**src/hw/rtl/dfl_pkg.sv**
```systemverilog
// shared types, codes and default sizes for the decision forest leaf index block
`default_nettype none

package dfl_pkg;

    // default sizes
    localparam int DFL_TREE_COUNT   = 8;
    localparam int DFL_TREE_DEPTH   = 4;
    localparam int DFL_NUM_FEATURES = 512;
    localparam int DFL_QUEUE_DEPTH  = 2;

    localparam int FEAT_IDX_W = 9;
    localparam int CFG_IDX_W  = 4;
    localparam int CFG_DATA_W = 8;

    // command function codes
    localparam logic [1:0] FUNC_NODE_WR = 2'd0;
    localparam logic [1:0] FUNC_FEAT_WR = 2'd1;
    localparam logic [1:0] FUNC_EVAL    = 2'd2;

    // configuration register indexes
    localparam logic [CFG_IDX_W-1:0] CFG_LANDMARK = 4'd0;
    localparam logic [CFG_IDX_W-1:0] CFG_ACTIVE   = 4'd1;

    localparam logic [3:0] ACTIVE_TREES_RESET = 4'd8;

    typedef struct packed {
        logic [1:0]            func;
        logic [2:0]            tree;
        logic [3:0]            node;
        logic [FEAT_IDX_W-1:0] feature_index;
        logic                  no_split;
        logic signed [15:0]    value;
    } cmd_t;

    typedef struct packed {
        logic [2:0]  tree_number;
        logic [3:0]  leaf;
        logic [15:0] binary_index;
        logic        last_tree;
    } result_t;

    typedef struct packed {
        logic [CFG_IDX_W-1:0]  index;
        logic [CFG_DATA_W-1:0] data;
    } cfg_wr_t;

    typedef struct packed {
        logic [7:0] landmark_index;
        logic [3:0] active_trees;
    } cfg_regs_t;

    typedef enum logic [1:0] {
        OP_NODE_WR,
        OP_FEAT_WR,
        OP_EVAL
    } op_t;

    typedef struct packed {
        op_t  op;
        cmd_t cmd;
    } job_t;

    typedef struct packed {
        logic [FEAT_IDX_W-1:0] feature_index;
        logic                  no_split;
        logic signed [15:0]    threshold;
    } node_entry_t;

endpackage

`default_nettype wire

```
**src/hw/rtl/dfl_queue.sv**
```systemverilog
// short job queue between the front end and the execution back end
`default_nettype none

module dfl_queue import dfl_pkg::*; #(
    parameter int DEPTH = DFL_QUEUE_DEPTH
) (
    input  logic clk,
    input  logic rst_n,
    input  logic push_valid,
    output logic push_ready,
    input  job_t push_job,
    output logic pop_valid,
    input  logic pop,
    output job_t pop_job
);

    localparam int PTR_W = (DEPTH > 1) ? $clog2(DEPTH) : 1;
    localparam int CNT_W = $clog2(DEPTH + 1);

    job_t             slot_reg [DEPTH];
    logic [PTR_W-1:0] wr_ptr_reg;
    logic [PTR_W-1:0] rd_ptr_reg;
    logic [CNT_W-1:0] count_reg;
    logic             do_push;
    logic             do_pop;

    assign push_ready = count_reg != CNT_W'(DEPTH);
    assign pop_valid  = count_reg != '0;
    assign do_push    = push_valid && push_ready;
    assign do_pop     = pop && pop_valid;
    assign pop_job    = slot_reg[rd_ptr_reg];

    always_ff @(posedge clk)
    begin
        if (do_push)
        begin
            slot_reg[wr_ptr_reg] <= push_job;
        end
    end

    always_ff @(posedge clk or negedge rst_n)
    begin
        if (!rst_n)
        begin
            wr_ptr_reg <= '0;
            rd_ptr_reg <= '0;
            count_reg  <= '0;
        end
        else
        begin
            if (do_push)
            begin
                wr_ptr_reg <= (wr_ptr_reg == PTR_W'(DEPTH - 1)) ? '0 : wr_ptr_reg + PTR_W'(1);
            end
            if (do_pop)
            begin
                rd_ptr_reg <= (rd_ptr_reg == PTR_W'(DEPTH - 1)) ? '0 : rd_ptr_reg + PTR_W'(1);
            end
            if (do_push && !do_pop)
            begin
                count_reg <= count_reg + CNT_W'(1);
            end
            else if (do_pop && !do_push)
            begin
                count_reg <= count_reg - CNT_W'(1);
            end
        end
    end

endmodule

`default_nettype wire

```
**config.mk**
```make
export PLATFORM = sky130hd
export DESIGN_NAME = dfl_queue
export DESIGN_NICKNAME = d
export VERILOG_FILES = /design/src/hw/rtl/dfl_pkg.sv /design/src/hw/rtl/dfl_queue.sv
export SDC_FILE = /design/constraint.sdc
export NUM_CORES = 1
export LEC_CHECK = 0
export BUFFER_PORTS_ARGS = -buffer_cell sky130_fd_sc_hd__buf_4
export CORE_UTILIZATION = 51
export CTS_CLUSTER_DIAMETER = 200
export DETAILED_ROUTE_END_ITERATION = 10
export GPL_TIMING_DRIVEN = 0
export PLACE_DENSITY = 0.85
export SKIP_CTS_REPAIR_TIMING = 1
export SYNTH_ARGS = -nofsm -noshare
export SYNTH_HDL_FRONTEND = slang
export SYNTH_SLANG_ARGS = --single-unit
```
**constraint.sdc**
```tcl
create_clock -name clk -period 3.2 [get_ports clk]
set_input_delay 0.16 -clock clk [delete_from_list [all_inputs] [get_ports clk]]
set_output_delay 0.16 -clock clk [all_outputs]
set_load 0.01 [all_outputs]
```
==> out/results.ini, run 1 <==
[final_layout]
final_cell_mix=79 x buf_4, 74 x edfxtp_1, 21 x dlygate4sd3_1
multiInputGateArea_sq_um=591
fillCellCount=363
area_delta_synth_final_pct=38.1
drive_gt1_frac=0.548
seqCellArea_sq_um=2320
final_common_cell=buf_4
largest_register_ffs=74
diodes=0
fin_nets=287

[drt]
num_vias=1590
wl_met2_mm=2.81
dr.pass1.iters=4
drtAntennaViolNets=0
drt-initial-drc-count=30
route.met3.wl_um=224
wl_per_cell_um=16.0
viasPerCell=4.97
drc_errors=0
wl_met1_mm=1.94
routed.top_layer=met4
totalWireLength_mm=5.13

[setup_path]
critical_path.slowest_cell=and3_2
worstPathMaxFanout=37
worstPathArrival_ps=1760
required_ps=3150
startpoint_type=flop
cpPeakStageDelay_ps=790
crit_chain=nand2b_1 > and3_2
cp-end-kind=flop
path_class=flop to flop

[pwr]
combPwrFrac=0.364
vdd_drop_max_uv=629
cell_internal_pwr_mw=2.53
swShare=0.277
leakage_nw=1.61
clkPwrFrac=0.213
seq_power_share=0.423
p_switching_mw=0.968
power.density_nw_per_um2=860

[sta]
tightest_slew_ps=888
relSlewSlack=0.408
setup_viol=0
rsz0062_at_grt=no
fin_worst_skew_ps=7.49
fin_crit_sh=0.565
layout_setup_ws_ps=1390
slew_violations=0
whs_ps=14.6
fin_crit_ps=1810
max_freq_mhz=553
hold_violations=0

[flow_run]
drv_cap=0

[place]
io_buffers=79
place_congestion=0.707
hpwl_mm=3.28
pre_cts_ws_ps=1420

[synth]
synth_seq_cells=78
seq_area_frac_synth=0.788
synth_warnings=0
synth_cell_types=15
netlist_area_sq_um=2950
syn_inst=133
syn_avg_cell_area_sq_um=22.2
syn-num-nets=175

[grt]
grt_pass1_vias=1649
grt_pass1_wl_mm=7.44
grt_antenna_before_repair=0
overflow=0
grt_usage=0.171
grt_max_degree=38

[die]
chipHeight_um=78.0
io_pins=80
num_rows=27
start_util=0.532
die_area_sq_um=6090
core_area_sq_um=5540
fp.dieW_um=78.0

[hold_path]
hold_class=input pin to flop

[clock_network]
clockBufferDepth=2
htreeDepth=3
numCtsBuffers=9
cts-root-buf=clkbuf_8
cts_tree=done
clock_latency_ps=330
cts.sinks=78
clk_pin_slew_worst_paths_ps=70

[outcome]
status=complete, no violations

[cells by family after synthesis]
logic type	count (synthesis)	share of synthesized area
buffers and inverters	5	0.0144
adders and majority gates	1	0.00425
and+or+nand+nor	7	0.0115
DFF	78	0.788
muxes	37	0.167
xor gates and xnor gates	5	0.0149
[cells in the mapped netlist (all sizes together)]
library cell | count | share of area
and3 | 1 | 0.0021
buf | 4 | 0.013
dfrtp | 4 | 0.034
edfxtp | 74 | 0.75
ha | 1 | 0.0042
inv | 1 | 0.0013
mux2 | 37 | 0.17
nand2 | 2 | 0.0025
nand2b | 1 | 0.0021
nor2 | 2 | 0.0025
or2 | 1 | 0.0021
xnor2 | 3 | 0.0089
xor2 | 2 | 0.0059
[area by class of cell]
cell class,count,area share
Sequential cell,78,0.571
Timing Repair Buffer,101,0.202
Multi-Input combinational cell,50,0.145
Clock buffer,9,0.0304
Tap cell,72,0.0221
Clock inverter,5,0.0188
Buffer,4,0.00953
Inverter,1,0.000923
[metal layers]
layer	up-vias	track usage
met5	-	0
met4	0	0.111
met3	12	0.0360
met2	66	0.319
met1	778	0.171
li1	734	-
[final timing paths]
| kind | start | end | slack [ps] | depth (start not counted) |
|---|---|---|---|---|
| max | count_reg[0]$_DFFE_PN0P_ | slot_reg[1][2]$_DFFE_PP_ | 1390 | 2 |
| min | push_job[16] | slot_reg[0][16]$_DFFE_PP_ | 10 | 1 |
| max reg2reg | count_reg[0]$_DFFE_PN0P_ | slot_reg[1][2]$_DFFE_PP_ | 1390 | 2 |
| min reg2reg | wr_ptr_reg$_DFFE_PN0P_ | wr_ptr_reg$_DFFE_PN0P_ | 540 | 1 |
| max in group asynchronous | rst_n | count_reg[1]$_DFFE_PN0P_ | 2910 | 2 |
| min in group asynchronous | rst_n | wr_ptr_reg$_DFFE_PN0P_ | 190 | 2 |
[critical path, delay by kind of cell (launching register included)]
family | cells | cell delay (ps)
flip-flops | 1 | 420
AND/OR/NAND/NOR | 2 | 970
[per-stage QoR]
step            util  area, sq um  setup TNS, ps  power (mW)  std cells
2_1_floorplan      -         2950              0        2.23        133
3_3_place_gp   0.655         3630          -9640        2.70        284
3_5_place_dp   0.660         3660              0        2.77        285
4_1_cts        0.696         3860              0        3.51        299
5_1_grt        0.734         4070              0        3.65        320
6_report       0.734         4070              0        3.50        320
[power by group through the flow]
stage | clock network [mW] | logic (mW) | registers (mW)
finish | 0.745 | 1.27 | 1.48
global route | 0.794 | 1.36 | 1.50
CTS | 0.755 | 1.27 | 1.48
detailed placement | 0 | 1.27 | 1.50
global placement | 0 | 1.21 | 1.49
floorplan | 0 | 0.754 | 1.48
Power figures use the tool's default switching activity.
==> inputs of run 2 (changes only) <==
==> constraint.sdc (replaced) <==
create_clock -name clk -period 1.8 [get_ports clk]
set_input_delay 0.09 -clock clk [delete_from_list [all_inputs] [get_ports clk]]
set_output_delay 0.09 -clock clk [all_outputs]
set_load 0.01 [all_outputs]
==> out/results.ini, run 2 (synthesis results as in run 1) <==
[outcome]
status=complete, no violations

[final_layout]
drive_gt1_frac=0.511
multiInputGateArea_sq_um=606
seqCellArea_sq_um=2320
final_cell_mix=79 x buf_4, 74 x edfxtp_1, 38 x dlygate4sd3_1
largest_register_ffs=74
area_delta_synth_final_pct=44.6
diodes=0
final_common_cell=buf_4
fin_nets=304
final_cell_area_sq_um=4260
instances_no_fill=338
fillCellCount=329

[pwr]
vdd_drop_max_uv=1200
power.density_nw_per_um2=1500
leakage_nw=1.69

[drt]
wl_per_cell_um=15.4
totalWireLength_mm=5.20
viasPerCell=4.87
dr.pass1.iters=4
drtAntennaViolNets=0
num_vias=1645
drt-initial-drc-count=73
drc_errors=0

[clock_network]
clk_pin_slew_worst_paths_ps=70
cts-root-buf=clkbuf_8
cts_tree=done
numCtsBuffers=9
clock_latency_ps=330
clockBufferDepth=2
cts.sinks=78
htreeDepth=3

[sta]
slew_violations=0
tightest_slew_ps=567
max_freq_mhz=593
relSlewSlack=0.621
layout_setup_ws_ps=114
hold_violations=0
fin_crit_sh=0.937
whs_ps=66.4
fin_worst_skew_ps=4.89
fin_crit_ps=1690
setup_viol=0

[die]
start_util=0.532
chipHeight_um=78.0
core_area_sq_um=5540
die_area_sq_um=6090
num_rows=27
io_pins=80
fp.dieW_um=78.0

[setup_path]
required_ps=2060
r2r_setup_slack_ps=110
startpoint_type=flop
path_class=flop to flop
ff2ff_path_depth=6
timing.rr.start=count_reg[0]$_DFFE_PN0P_
cp-end-kind=flop
worstPathMaxFanout=4
worstPathArrival_ps=1940
timing.rr.end=count_reg[1]$_DFFE_PN0P_

[hold_path]
hold_class=input pin to flop
worstHoldEndpoint=rd_ptr_reg$_DFFE_PN0P_
holdPathStages=3
hold_path_startpoint=pop

[grt]
grt_pass1_vias=1555
grt_usage=0.162
grt_max_degree=38
grt_antenna_before_repair=0
overflow=0
grt_pass1_wl_mm=7.16

[place]
io_buffers=79
dpl.cell_count=284
hpwl_mm=3.06
place_area_sq_um=3640
pre_cts_ws_ps=-131
place_congestion=0.681

[flow_run]
drv_cap=0

-- run 2: through the flow --
step	setup TNS, ps	total power [mW]	utilization
2_1_floorplan	0	3.97	-
4_1_cts	-5920	6.32	0.698
6_report	0	6.38	0.769
5_1_grt	-46.2	6.65	0.769
3_5_place_dp	-4790	4.86	0.657
3_3_place_gp	-5290	4.80	0.657
-- run 2: layout make-up --
class                           instances  area share
Buffer                                  4     0.00910
Clock buffer                           10      0.0300
Clock inverter                          5      0.0232
Inverter                                1    0.000881
Multi-Input combinational cell         51       0.142
Sequential cell                        78       0.545
Tap cell                               72      0.0211
Timing Repair Buffer                  117       0.228
-- run 2: how the worst max path moves through the flow --
stage	start	end	slack, ps	depth (start not counted)
floorplan	count_reg[0]$_DFFE_PN0P_	slot_reg[0][0]$_DFFE_PP_	110	3
global placement	count_reg[0]$_DFFE_PN0P_	slot_reg[0][0]$_DFFE_PP_	-140	3
detailed placement	count_reg[0]$_DFFE_PN0P_	slot_reg[0][6]$_DFFE_PP_	-130	3
CTS	count_reg[0]$_DFFE_PN0P_	slot_reg[0][6]$_DFFE_PP_	-170	3
global route	count_reg[0]$_DFFE_PN0P_	slot_reg[0][6]$_DFFE_PP_	-9	3
finish	count_reg[0]$_DFFE_PN0P_	count_reg[1]$_DFFE_PN0P_	110	6
-- run 2: per-layer routing --
layer | track usage | vias up | wire length [um]
li1 | - | 772 | -
met1 | 0.184 | 801 | 2100
met2 | 0.282 | 60 | 2730
met3 | 0.0442 | 12 | 230
met4 | 0.0833 | 0 | 131
met5 | 0 | - | 0
-- run 2: critical path: stages (launching register included) --
cell	delay (ps)
dfrtp_1	430
nand2b_1	190
nand2_1	250
inv_1	100
ha_1	350
nor2_1	140
xor2_1	150
-- run 2: power breakdown --
group	internal, mW	switching (mW)	total, mW
logic	1.25	1.02	2.27
registers	2.49	0.153	2.64
clock network	0.907	0.557	1.46
